--- src/rtl/core/rcfd_pkg.sv ---
// Shared types and constants for the serial frame decoder.
// No dependencies; imported by every module of the block.
package rcfd_pkg;

    localparam int POS_W        = 5;
    localparam int SLOT_W       = 4;
    localparam int POS_HEADER2  = 1;
    localparam int POS_FIRST_CH = 3;
    localparam int POS_SUM_LO   = 30;
    localparam int POS_LAST     = 31;
    localparam logic [15:0] SUM_INIT = 16'hFFFF;

    localparam int PROD_W = 31;
    localparam int DIVR_W = 16;
    localparam int QCNT_W = 5;

    localparam logic [7:0]  RST_FRAME_LENGTH    = 8'd32;
    localparam logic [7:0]  RST_COMMAND_BYTE    = 8'd64;
    localparam logic [15:0] RST_STICK_MIN       = 16'd1000;
    localparam logic [15:0] RST_STICK_MID       = 16'd1500;
    localparam logic [15:0] RST_STICK_SPAN      = 16'd1000;
    localparam logic [15:0] RST_STICK_HALF_SPAN = 16'd500;
    localparam logic [14:0] RST_MAX_ACCEL       = 15'd1000;
    localparam logic [14:0] RST_MAX_ANGLE       = 15'd30;

    typedef enum logic [2:0] {
        CFG_FRAME_LENGTH    = 3'd0,
        CFG_COMMAND_BYTE    = 3'd1,
        CFG_STICK_MIN       = 3'd2,
        CFG_STICK_MID       = 3'd3,
        CFG_STICK_SPAN      = 3'd4,
        CFG_STICK_HALF_SPAN = 3'd5,
        CFG_MAX_ACCEL       = 3'd6,
        CFG_MAX_ANGLE       = 3'd7
    } cfg_reg_t;

    typedef enum logic [1:0] {
        MODE_STOP      = 2'd0,
        MODE_START     = 2'd1,
        MODE_CALIBRATE = 2'd2
    } mode_t;

    typedef enum logic [1:0] {
        LANE_THROTTLE = 2'd0,
        LANE_PITCH    = 2'd1,
        LANE_ROLL     = 2'd2,
        LANE_YAW      = 2'd3
    } lane_t;

    typedef enum logic [2:0] {
        S_IDLE,
        S_MUL,
        S_START,
        S_DIV,
        S_PUSH
    } state_t;

    typedef struct packed {
        logic [7:0] rx_byte;
        logic       frame_start;
    } frame_in_t;

    typedef struct packed {
        logic               frame_ok;
        mode_t              mode;
        logic signed [15:0] throttle;
        logic signed [15:0] pitch;
        logic signed [15:0] roll;
        logic signed [15:0] yaw;
    } result_t;

    typedef struct packed {
        logic start;
        logic done;
    } div_ctrl_t;

endpackage

--- src/rtl/core/rc_serial_frame_decoder.sv ---
// Serial radio-control frame decoder: checks a 32-byte frame and scales four sticks.
// Depends on rcfd_pkg and rcfd_div.
// Bytes are taken one per cycle while s_ready is high; s_ready stays high through the
// frame, and a bad frame's result goes straight to the push state. A good frame's last
// byte holds s_ready low while four lanes (throttle, pitch, roll, yaw) each take a
// multiply state, a load state and the divide state of the single shared 31-step
// restoring divider; a push state then hands the result to the output register once
// that register is free. A waiting result does not block input bytes, only the finish
// of the next frame, good or bad.
module rc_serial_frame_decoder import rcfd_pkg::*; #(
    parameter int CHANNEL_COUNT = 10
) (
    input  logic        aclk,
    input  logic        aresetn,
    input  logic        s_valid,
    output logic        s_ready,
    input  frame_in_t   s_data,
    output logic        m_valid,
    input  logic        m_ready,
    output result_t     m_data,
    input  logic        cfg_wr_en,
    input  logic [2:0]  cfg_index,
    input  logic [15:0] cfg_data
);

    localparam int CH_IDX_W = $clog2(CHANNEL_COUNT);

    state_t state_reg, state_next;
    lane_t  lane_reg, lane_next;

    logic [7:0]  frame_length_reg;
    logic [7:0]  command_byte_reg;
    logic [15:0] stick_min_reg;
    logic [15:0] stick_mid_reg;
    logic [15:0] stick_span_reg;
    logic [15:0] stick_half_span_reg;
    logic [14:0] max_accel_reg;
    logic [14:0] max_angle_reg;

    logic [POS_W-1:0] byte_count_reg;
    logic [15:0]      running_sum_reg;
    logic             header_good_reg;
    logic [7:0]       low_byte_hold_reg;
    logic [7:0]       recv_lo_reg;
    logic [15:0]      ch_store_reg [CHANNEL_COUNT];

    result_t           res_reg;
    result_t           res_head;
    result_t           m_data_reg;
    logic              m_valid_reg;
    logic [PROD_W-1:0] prod_reg;
    logic              neg_reg;
    logic              zdiv_reg;

    logic             in_fire;
    logic [POS_W-1:0] pos;
    logic [POS_W-1:0] pos_m3;
    logic [SLOT_W-1:0] slot;
    logic [15:0]      sum_base;
    logic             ch_we;
    logic             frame_end;
    logic             frame_good;
    mode_t            mode_calc;
    logic             push_fire;

    logic [15:0]       raw;
    logic [15:0]       offset;
    logic [15:0]       divisor;
    logic [14:0]       gain;
    logic [15:0]       mag;
    logic [PROD_W-1:0] prod;
    logic [15:0]       neg_q;
    logic [15:0]       sat_val;

    div_ctrl_t         div_req;
    div_ctrl_t         div_rsp;
    logic [PROD_W-1:0] quotient;

    assign in_fire    = s_valid && s_ready;
    assign pos        = s_data.frame_start ? '0 : byte_count_reg;
    assign pos_m3     = pos - POS_W'(POS_FIRST_CH);
    assign slot       = pos_m3[POS_W-1:1];
    assign sum_base   = (pos == '0) ? SUM_INIT : running_sum_reg;
    assign ch_we      = in_fire && pos[0] && (pos >= POS_W'(POS_FIRST_CH))
                        && (pos < POS_W'(POS_SUM_LO)) && (int'(slot) < CHANNEL_COUNT);
    assign frame_end  = in_fire && (pos == POS_W'(POS_LAST));
    assign frame_good = header_good_reg
                        && ({s_data.rx_byte, recv_lo_reg} == running_sum_reg);

    always_comb begin
        if (ch_store_reg[4] < stick_mid_reg && ch_store_reg[5] > stick_mid_reg &&
            ch_store_reg[6] < stick_mid_reg && ch_store_reg[7] > stick_mid_reg) begin
            mode_calc = MODE_CALIBRATE;
        end else if (ch_store_reg[4] > stick_mid_reg) begin
            mode_calc = MODE_START;
        end else begin
            mode_calc = MODE_STOP;
        end
    end

    always_comb begin
        res_head = '0;
        if (frame_good) begin
            res_head.frame_ok = 1'b1;
            res_head.mode     = mode_calc;
        end
    end

    always_comb begin
        state_next = state_reg;
        case (state_reg)
            S_IDLE: begin
                if (frame_end) begin
                    state_next = frame_good ? S_MUL : S_PUSH;
                end
            end
            S_MUL:   state_next = S_START;
            S_START: state_next = S_DIV;
            S_DIV: begin
                if (div_rsp.done) begin
                    state_next = (lane_reg == LANE_YAW) ? S_PUSH : S_MUL;
                end
            end
            S_PUSH: begin
                if (!m_valid_reg || m_ready) begin
                    state_next = S_IDLE;
                end
            end
            default: state_next = S_IDLE;
        endcase
    end

    always_comb begin
        s_ready       = (state_reg == S_IDLE);
        div_req.start = (state_reg == S_START);
        div_req.done  = 1'b0;
        push_fire     = (state_reg == S_PUSH) && (!m_valid_reg || m_ready);
    end

    always_comb begin
        lane_next = lane_reg;
        if (frame_end) begin
            lane_next = LANE_THROTTLE;
        end else if (state_reg == S_DIV && div_rsp.done) begin
            lane_next = lane_t'(2'(lane_reg) + 2'd1);
        end
    end

    always_comb begin
        case (lane_reg)
            LANE_THROTTLE: begin
                raw = ch_store_reg[2]; offset = stick_min_reg;
                divisor = stick_span_reg; gain = max_accel_reg;
            end
            LANE_PITCH: begin
                raw = ch_store_reg[1]; offset = stick_mid_reg;
                divisor = stick_half_span_reg; gain = max_angle_reg;
            end
            LANE_ROLL: begin
                raw = ch_store_reg[0]; offset = stick_mid_reg;
                divisor = stick_half_span_reg; gain = max_angle_reg;
            end
            LANE_YAW: begin
                raw = ch_store_reg[3]; offset = stick_mid_reg;
                divisor = stick_half_span_reg; gain = max_angle_reg;
            end
            default: begin
                raw = '0; offset = '0; divisor = '0; gain = '0;
            end
        endcase
    end

    assign mag   = (raw < offset) ? (offset - raw) : (raw - offset);
    assign prod  = gain * mag;
    assign neg_q = 16'd0 - quotient[15:0];

    always_comb begin
        if (zdiv_reg) begin
            sat_val = '0;
        end else if (!neg_reg) begin
            sat_val = (quotient > PROD_W'(32767)) ? 16'h7FFF : quotient[15:0];
        end else begin
            sat_val = (quotient > PROD_W'(32768)) ? 16'h8000 : neg_q;
        end
    end

    rcfd_div u_div (
        .aclk     (aclk),
        .aresetn  (aresetn),
        .ctrl_in  (div_req),
        .ctrl_out (div_rsp),
        .dividend (prod_reg),
        .divisor  (divisor),
        .quotient (quotient)
    );

    always_ff @(posedge aclk) begin
        if (!aresetn) begin
            state_reg           <= S_IDLE;
            lane_reg            <= LANE_THROTTLE;
            m_valid_reg         <= 1'b0;
            byte_count_reg      <= '0;
            running_sum_reg     <= SUM_INIT;
            header_good_reg     <= 1'b0;
            low_byte_hold_reg   <= '0;
            recv_lo_reg         <= '0;
            frame_length_reg    <= RST_FRAME_LENGTH;
            command_byte_reg    <= RST_COMMAND_BYTE;
            stick_min_reg       <= RST_STICK_MIN;
            stick_mid_reg       <= RST_STICK_MID;
            stick_span_reg      <= RST_STICK_SPAN;
            stick_half_span_reg <= RST_STICK_HALF_SPAN;
            max_accel_reg       <= RST_MAX_ACCEL;
            max_angle_reg       <= RST_MAX_ANGLE;
        end else begin
            state_reg <= state_next;
            lane_reg  <= lane_next;
            if (push_fire) begin
                m_valid_reg <= 1'b1;
            end else if (m_ready) begin
                m_valid_reg <= 1'b0;
            end
            if (cfg_wr_en) begin
                case (cfg_reg_t'(cfg_index))
                    CFG_FRAME_LENGTH:    frame_length_reg    <= cfg_data[7:0];
                    CFG_COMMAND_BYTE:    command_byte_reg    <= cfg_data[7:0];
                    CFG_STICK_MIN:       stick_min_reg       <= cfg_data;
                    CFG_STICK_MID:       stick_mid_reg       <= cfg_data;
                    CFG_STICK_SPAN:      stick_span_reg      <= cfg_data;
                    CFG_STICK_HALF_SPAN: stick_half_span_reg <= cfg_data;
                    CFG_MAX_ACCEL:       max_accel_reg       <= cfg_data[14:0];
                    CFG_MAX_ANGLE:       max_angle_reg       <= cfg_data[14:0];
                    default: ;
                endcase
            end
            if (in_fire) begin
                byte_count_reg <= pos + POS_W'(1);
                if (pos == '0) begin
                    header_good_reg <= (s_data.rx_byte == frame_length_reg);
                end else if (pos == POS_W'(POS_HEADER2)) begin
                    header_good_reg <= header_good_reg
                                       && (s_data.rx_byte == command_byte_reg);
                end
                if (pos < POS_W'(POS_SUM_LO)) begin
                    running_sum_reg <= sum_base - {8'd0, s_data.rx_byte};
                end
                if (!pos[0] && pos > POS_W'(POS_HEADER2) && pos < POS_W'(POS_SUM_LO)) begin
                    low_byte_hold_reg <= s_data.rx_byte;
                end
                if (pos == POS_W'(POS_SUM_LO)) begin
                    recv_lo_reg <= s_data.rx_byte;
                end
            end
        end
    end

    always_ff @(posedge aclk) begin
        if (ch_we) begin
            ch_store_reg[slot[CH_IDX_W-1:0]] <= {s_data.rx_byte, low_byte_hold_reg};
        end
        if (state_reg == S_MUL) begin
            prod_reg <= prod;
            neg_reg  <= (raw < offset);
            zdiv_reg <= (divisor == '0);
        end
        if (frame_end) begin
            res_reg <= res_head;
        end else if (state_reg == S_DIV && div_rsp.done) begin
            case (lane_reg)
                LANE_THROTTLE: res_reg.throttle <= sat_val;
                LANE_PITCH:    res_reg.pitch    <= sat_val;
                LANE_ROLL:     res_reg.roll     <= sat_val;
                LANE_YAW:      res_reg.yaw      <= sat_val;
                default: ;
            endcase
        end
        if (push_fire) begin
            m_data_reg <= res_reg;
        end
    end

    assign m_valid = m_valid_reg;
    assign m_data  = m_data_reg;

endmodule

--- src/rtl/core/rcfd_div.sv ---
// Iterative restoring divider, one quotient bit per cycle.
// Depends on rcfd_pkg; used by rc_serial_frame_decoder.
module rcfd_div import rcfd_pkg::*; (
    input  logic              aclk,
    input  logic              aresetn,
    input  div_ctrl_t         ctrl_in,
    output div_ctrl_t         ctrl_out,
    input  logic [PROD_W-1:0] dividend,
    input  logic [DIVR_W-1:0] divisor,
    output logic [PROD_W-1:0] quotient
);

    logic              busy_reg, busy_next;
    logic              done_reg, done_next;
    logic [QCNT_W-1:0] count_reg, count_next;
    logic [DIVR_W-1:0] dvsr_reg, dvsr_next;
    logic [DIVR_W-1:0] rem_reg, rem_next;
    logic [PROD_W-1:0] quo_reg, quo_next;

    logic [DIVR_W:0] rem_sh;
    logic [DIVR_W:0] rem_diff;
    logic            ge;

    assign rem_sh   = {rem_reg, quo_reg[PROD_W-1]};
    assign ge       = rem_sh >= {1'b0, dvsr_reg};
    assign rem_diff = rem_sh - {1'b0, dvsr_reg};

    always_comb begin
        busy_next  = busy_reg;
        done_next  = 1'b0;
        count_next = count_reg;
        dvsr_next  = dvsr_reg;
        rem_next   = rem_reg;
        quo_next   = quo_reg;
        if (ctrl_in.start) begin
            busy_next  = 1'b1;
            count_next = QCNT_W'(PROD_W - 1);
            dvsr_next  = divisor;
            rem_next   = '0;
            quo_next   = dividend;
        end else if (busy_reg) begin
            rem_next   = ge ? rem_diff[DIVR_W-1:0] : rem_sh[DIVR_W-1:0];
            quo_next   = {quo_reg[PROD_W-2:0], ge};
            count_next = count_reg - QCNT_W'(1);
            if (count_reg == '0) begin
                busy_next = 1'b0;
                done_next = 1'b1;
            end
        end
    end

    always_ff @(posedge aclk) begin
        if (!aresetn) begin
            busy_reg  <= 1'b0;
            done_reg  <= 1'b0;
            count_reg <= '0;
        end else begin
            busy_reg  <= busy_next;
            done_reg  <= done_next;
            count_reg <= count_next;
        end
    end

    always_ff @(posedge aclk) begin
        dvsr_reg <= dvsr_next;
        rem_reg  <= rem_next;
        quo_reg  <= quo_next;
    end

    assign ctrl_out.start = busy_reg;
    assign ctrl_out.done  = done_reg;
    assign quotient       = quo_reg;

endmodule

--- config.mk ---
export PLATFORM = sky130hd
export DESIGN_NAME = rc_serial_frame_decoder
export DESIGN_NICKNAME = d
export VERILOG_FILES = /design/src/rtl/core/rcfd_pkg.sv /design/src/rtl/core/rc_serial_frame_decoder.sv /design/src/rtl/core/rcfd_div.sv
export SDC_FILE = /design/constraint.sdc
export NUM_CORES = 2
export LEC_CHECK = 0
export ABC_AREA = 1
export ABC_CLOCK_PERIOD_IN_PS = 13570
export BUFFER_PORTS_ARGS = -buffer_cell sky130_fd_sc_hd__buf_4
export CAP_MARGIN = 20
export CORE_UTILIZATION = 35
export DETAILED_ROUTE_END_ITERATION = 10
export PLACE_DENSITY = 0.61
export SETUP_SLACK_MARGIN = 0.02
export SLEW_MARGIN = 20
export SYNTH_ARGS = -nofsm -noshare
export SYNTH_HDL_FRONTEND = slang
export SYNTH_SLANG_ARGS = --single-unit
--- constraint.sdc ---
create_clock -name aclk -period 13.57 [get_ports aclk]
set_input_delay 4.071 -clock aclk [delete_from_list [all_inputs] [get_ports aclk]]
set_output_delay 4.071 -clock aclk [all_outputs]
set_load 0.05 [all_outputs]
# After elaboration in Yosys (flattened, before gate mapping)
# Memory sizes are Yosys's and may differ from the RTL's.
# Index checks and enable logic that the tools add are counted.
# W data, S select, Z words.
[totals] ff_bits=391 latchBits=0 ramBits=160 mem_bits_ro=0 inputBits=33 out_inout_bits=69 word_cells=173 memories=1
[classes] addsub=9 mul=1 n_div=0 n_lt_le_gt_ge=13 n_eq_ne=23 n_shift=0 mux=35 n_bitwise=3 reduce_logical=49
[mem_list] name="ch_store_reg" depth=10 width=16 read_ports=8 rd_ports_with_merged_regs=0 wr=1 line_no="rc_serial_frame_decoder.sv:45" text="logic [15:0] ch_store_reg [CHANNEL_COUNT];"
[ops] cell="$mux W16" n=7
[ops] cell="$pmux W16 S2" n=2
[ops] cell="$pmux W16 S4" n=1
[ops] cell="$mux W31" n=2
[ops] cell="$gt A16 B16 Y1" n=3
[ops] cell="$lt A16 B16 Y1" n=3
[ops] cell="$sub A16 B16 Y16" n=3
[ops] cell="$reduce_and A2 Y1" n=16
[ops] cell="$gt A31 B15 Y1 const B" n=1
[ops] cell="$gt A31 B16 Y1 const B" n=1
[ops] cell="$mul A15 B16 Y31" n=1
[ops] cell="$pmux W15 S2" n=1
[ops] cell="$mux W3" n=6
[ops] cell="$ge A17 B16 Y1" n=1
[ops] cell="$eq A16 B16 Y1" n=1
[ops] cell="$eq A8 B8 Y1" n=2
[ops] cell="$logic_not A16 Y1" n=1
[ops] cell="$sub A1 B16 Y16 const A" n=1
[ops] cell="$sub A16 B8 Y16" n=1
[ops] cell="$eq A3 B3 Y1 const B" n=5
[ops] cell="$logic_and A1 B1 Y1" n=15
[ops] cell="$mux W5" n=3
[ops] cell="$pmux W3 S5" n=1
[ops] cell="$eq A3 B2 Y1 const B" n=4
[ops] cell="27 further kinds" n=51

# Longest topological paths before layout
[depth] depth_word=8 ltp_mapped=45

# Modules after synthesis
# Synthesis repeated with hierarchy kept, for this count alone.
[unflattened] hier_cells=3933 area_unflattened_um2=33295.7
[by_module_without_submodules] mod="rc_serial_frame_decoder" instances=1 cells_per_inst=3416 area_per_inst_um2=29303.1 seq_area_each_um2=11300.8
[by_module_without_submodules] mod="rcfd_div" instances=1 cells_per_inst=517 area_per_inst_um2=3992.6 seq_area_each_um2=1871.8

# Worst setup path after synthesis
# OpenSTA, ideal clock, no wires.
[synth_timing] kind="input -> register" start="in m_ready" end="reg m_data_reg, in the netlist m_data[0] (enable)" setup_ns=0.658 t_arrival_ns=10.455 required_ns=12.912 slack_ns=2.457 stages=2 n_path_buf=0 path_cell_list="nor2_1 > nor4_1"
[synth_via] elab_chain_cells=2
[synth_lines] element="start, declared" line_no="rc_serial_frame_decoder.sv:19" text="input logic m_ready,"
[synth_lines] element="$logic_or A1 B1 Y1" line_no="rc_serial_frame_decoder.sv:137" text="push_fire = (state_reg == S_PUSH) && (!m_valid_reg || m_ready);"
[synth_lines] element="$logic_and A1 B1 Y1" line_no="rc_serial_frame_decoder.sv:137"
[synth_lines] element="net push_fire" line_no="rc_serial_frame_decoder.sv:64" text="logic push_fire;"
[synth_lines] element="end signal, assigned" line_no="rc_serial_frame_decoder.sv:278" text="m_data_reg <= res_reg;"
[synth_lines] element="end, declared" line_no="rc_serial_frame_decoder.sv:49" text="result_t m_data_reg;"
# The timed path passes the listed nets, and every way through them passes these cells.
# A chain may end at the register's enable or synchronous reset.

# Final worst setup path
[layout_timing] start="reg lane_reg[0]" end="reg prod_reg[23], data pin"
[layout_via] elab_chain_cells=6 elab_cells_between_ends=13 cone_classes="add/sub (2); mul (1); order compare (1); eq/ne (3); mux (4); reduce/logical (2)"
[layout_lines] element="start, declared" line_no="rc_serial_frame_decoder.sv:29" text="lane_t lane_reg, lane_next;"
[layout_lines] element="start signal, assigned" line_no="rc_serial_frame_decoder.sv:217" text="lane_reg <= lane_next;"
[layout_lines] element="$eq A2 B2 Y1 or $eq A2 B1 Y1 (tied branches)" line_no="rc_serial_frame_decoder.sv:150" text="case (lane_reg)"
[layout_lines] element="$reduce_or A3 Y1 (no line)"
[layout_lines] element="$pmux W16 S2" line_no="rc_serial_frame_decoder.sv:150"
[layout_lines] element="$sub A16 B16 Y16 or $lt A16 B16 Y1 (tied branches)" line_no="rc_serial_frame_decoder.sv:173" text="assign mag = (raw < offset) ? (offset - raw) : (raw - offset);"
[layout_lines] element="$mux W16" line_no="rc_serial_frame_decoder.sv:173"
[layout_lines] element="$mul A15 B16 Y31 (*)" line_no="rc_serial_frame_decoder.sv:174" text="assign prod = gain * mag;"
[layout_lines] element="net prod[23]" line_no="rc_serial_frame_decoder.sv:71" text="logic [PROD_W-1:0] prod;"
[layout_lines] element="end signal, assigned" line_no="rc_serial_frame_decoder.sv:262" text="prod_reg <= prod;"
[layout_lines] element="end, declared" line_no="rc_serial_frame_decoder.sv:51" text="logic [PROD_W-1:0] prod_reg;"
# Mark *: on every way through the listed nets, which the timed path passes. The rest lies on a longest branch.

==> results_dict.tcl <==
set metrics [dict create \
    numClockSinks 519 \
    final_nets 4515 \
    finClkSkew_ns 0.0205 \
    synthCells 3996 \
    worst_ep_required_time_ns 13.91 \
    fmax_mhz 103 \
    worst_pin_slew_ns 1.09 \
    diodes 0 \
    grt_max_degree 80 \
    ys_ff_latch 519 \
    run_status "completed" \
    die_y_um 311 \
    largest_reg_flops 128 \
    setup_viol 0 \
    cap_violations 0 \
    r2r-end "prod_reg[23]$_DFFE_PP_" \
    yosysTopAreaCell "edfxtp_1" \
    postRouteAntennaNets 0 \
    hold_end "m_data[7]$_DFFE_PP_" \
    multi_input_area_um2 17400 \
    drc_errors 0 \
    gp_congestion 0.978 \
    seq_area_um2 13200 \
    ir_drop_mv 0.167 \
    syn_area_um2 33300 \
    hold_depth 0 \
    die_w_um 311 \
    cts-root-buf "clkbuf_16" \
    worstReg2RegStart "lane_reg[0]$_SDFFE_PP0P_" \
    ys_seq_area_frac 0.395 \
    fillers 9605 \
    period_needed_ns 9.71 \
    synth-async-reset-ratio 0 \
    ys_types 50 \
    syn_to_final_growth_pct 12.1 \
    viasPerCell 4.90 \
    synth_top_cell_area_share 0.250 \
    wl_um 90900 \
    synth_fp_nets 4440 \
    ys_warn_count 0 \
    cts_made_buffers 55 \
    leakage_nw 17.3 \
    clk_path_buf_depth 3 \
    grt_antenna_before_repair 2 \
    hold_start "res_reg[7]$_SDFFE_PP0P_" \
    critical_path_class "reg -> reg" \
    endpoint_kind "flop" \
    cpLargestDelayFamily "adder cells" \
    power_mw 6.36 \
    rows 112 \
    grt-ovfl-total 0 \
    postCtsSetupBuffers 0 \
    htreeDepth 2 \
    power.density_nw_per_um2 170 \
    hold_viol 0 \
    core-area_um2 93900 \
    fin_crit_sh 0.716 \
    wl_per_cell_um 16.9 \
    synth_top_flop_cell "edfxtp_1" \
    synth.avg_cell_area_um2 8.34 \
    rrSetupSlack_ns 3.86 \
    clk_pin_slew_ns 0.06 \
    clock_latency_ns 0.61 \
    grt_pass1_vias 25600 \
    slew-limit-headroom 0.273 \
    pin_count 102 \
    drt_pre_antenna_iters 8 \
    startpoint_type "flop" \
    synth-edff-count 278 \
    start_util 0.355 \
    rsz0062_at_grt "false" \
    cts_tree "built" \
    ctsResizeCount 0 \
    reg2reg_depth 35 \
    synth_area_leaders "edfxtp_1 (25%), dfxtp_1 (14%), fa_1 (11%)" \
    dp_hpwl_um 68400 \
    track_usage 0.186 \
    cts-hold-fix-buffers 0 \
    slowest_stage "fa_1" \
    hp-class "reg -> reg" \
    tns_ns 0 \
    die_area_um2 96500 \
    dr_total_vias 26300 \
    crit_arrival_ns 10.05 \
    critical_path.max_stage_delay_ns 0.58 \
    cp_num_buf_inv 10 \
    finalMaxSlewViolations 0 \
    path_max_fanout 72 \
    drive_gt1_frac 0.0792 \
    drt_iter0_drc 1861 \
    grt_pass1_wl_um 143000 \
    port_buffers 101 \
]
report_power, final:
part	switching (mW)	total [mW]	leakage, nW	internal [mW]
sequential	0.0157	1.81	4.50	1.80
clock	0.658	1.60	0.954	0.942
combinational	1.89	2.94	11.9	1.06
total	2.56	6.36	17.3	3.79
synthesized netlist by cell type (14+ instances only):
cell type	count
a21oi_1	202
a22o_1	15
clkbuf_1	77
dfxtp_1	241
edfxtp_1	278
fa_1	184
ha_1	227
inv_1	587
inv_2	17
nand2_1	844
nand2_2	30
nand3_1	196
nand3b_1	28
nand4_1	32
nor2_1	506
nor3_1	20
o21ai_0	272
o22ai_1	16
or2_2	14
xnor2_1	24
xor2_1	49
final cells by class:
cell class                      count  area share
Sequential cell                   519       0.352
Clock buffer                       76      0.0434
Timing Repair Buffer              129      0.0262
Tap cell                         1254      0.0420
Clock inverter                     28     0.00877
Inverter                          605      0.0608
Multi-Input combinational cell   2761       0.466
layout by cell type, fill, tap and decap left out, types with 6 or more instances in the layout:
master / n
a21o_1: 10
a21oi_1: 202
a22o_1: 15
buf_4: 128
clkbuf_1: 10
clkbuf_16: 60
clkbuf_8: 6
clkinv_2: 9
dfxtp_1: 241
edfxtp_1: 278
fa_1: 184
ha_1: 226
inv_1: 587
inv_2: 17
inv_6: 6
nand2_1: 844
nand2_2: 30
nand2_4: 10
nand3_1: 196
nand3b_1: 28
nand4_1: 32
nor2_1: 501
nor2_2: 18
nor3_1: 20
o211ai_1: 10
o21ai_0: 271
o21ai_1: 9
o21bai_1: 12
o22ai_1: 16
or2_2: 14
xnor2_1: 24
xor2_1: 49
logic make-up (layout without fill, tap and decap cells):
logic type	after synthesis	count (layout)	share of synthesized area
AOI/OAI and AO/OA	569	569	0.0924
xor gates and xnor gates	73	73	0.0192
adders and majority gates	411	411	0.196
buffers and inverters	716	838	0.0827
DFF	519	519	0.395
and+or+nand+nor	1708	1708	0.215
metal layers:
metal / up-vias / part of all wire / GRT usage
li1: 13000 / - / -
met1: 12600 / 0.46 / 0.259
met2: 677 / 0.46 / 0.307
met3: 113 / 0.055 / 0.0232
met4: 4 / 0.019 / 0.0442
met5: - / 0.00030 / 0
metrics by stage:
stage / instance area (um2) / util / hold WS, ns / std cells / setup slack, ns
after global placement: 35400 / 0.377 / 0.408 / 5267 / 4.05
after detailed placement: 35400 / 0.377 / 0.409 / 5268 / 3.93
after global routing: 37400 / 0.398 / 0.435 / 5372 / 3.32
after CTS: 37400 / 0.398 / 0.424 / 5372 / 3.90
final: 37400 / 0.398 / 0.424 / 5372 / 3.86
after floorplan: 33300 / - / 0.400 / 3996 / 2.46
how the worst max path moves through the flow:
| stage | cells past startpoint | endpoint | startpoint |
|---|---|---|---|
| finish | 35 | prod_reg[23]$_DFFE_PP_ | lane_reg[0]$_SDFFE_PP0P_ |
| global route | 35 | prod_reg[20]$_DFFE_PP_ | lane_reg[0]$_SDFFE_PP0P_ |
| CTS | 35 | prod_reg[20]$_DFFE_PP_ | lane_reg[0]$_SDFFE_PP0P_ |
| detailed placement | 35 | prod_reg[20]$_DFFE_PP_ | lane_reg[0]$_SDFFE_PP0P_ |
| global placement | 35 | prod_reg[23]$_DFFE_PP_ | lane_reg[0]$_SDFFE_PP0P_ |
| floorplan | 2 | m_data[0]$_DFFE_PP_ | m_ready |
worst reg2reg max path: cells and delay by family, from the launching register on:
family	cells	cell delay, ns
AOI/OAI and AO/OA	2	0.51
xor gates and xnor gates	1	0.08
adders and majority gates	9	4.16
buffers and inverters	10	2.07
DFF	1	0.34
and+or+nand+nor	13	2.29
Note: power is estimated with default switching activity, not from simulation.
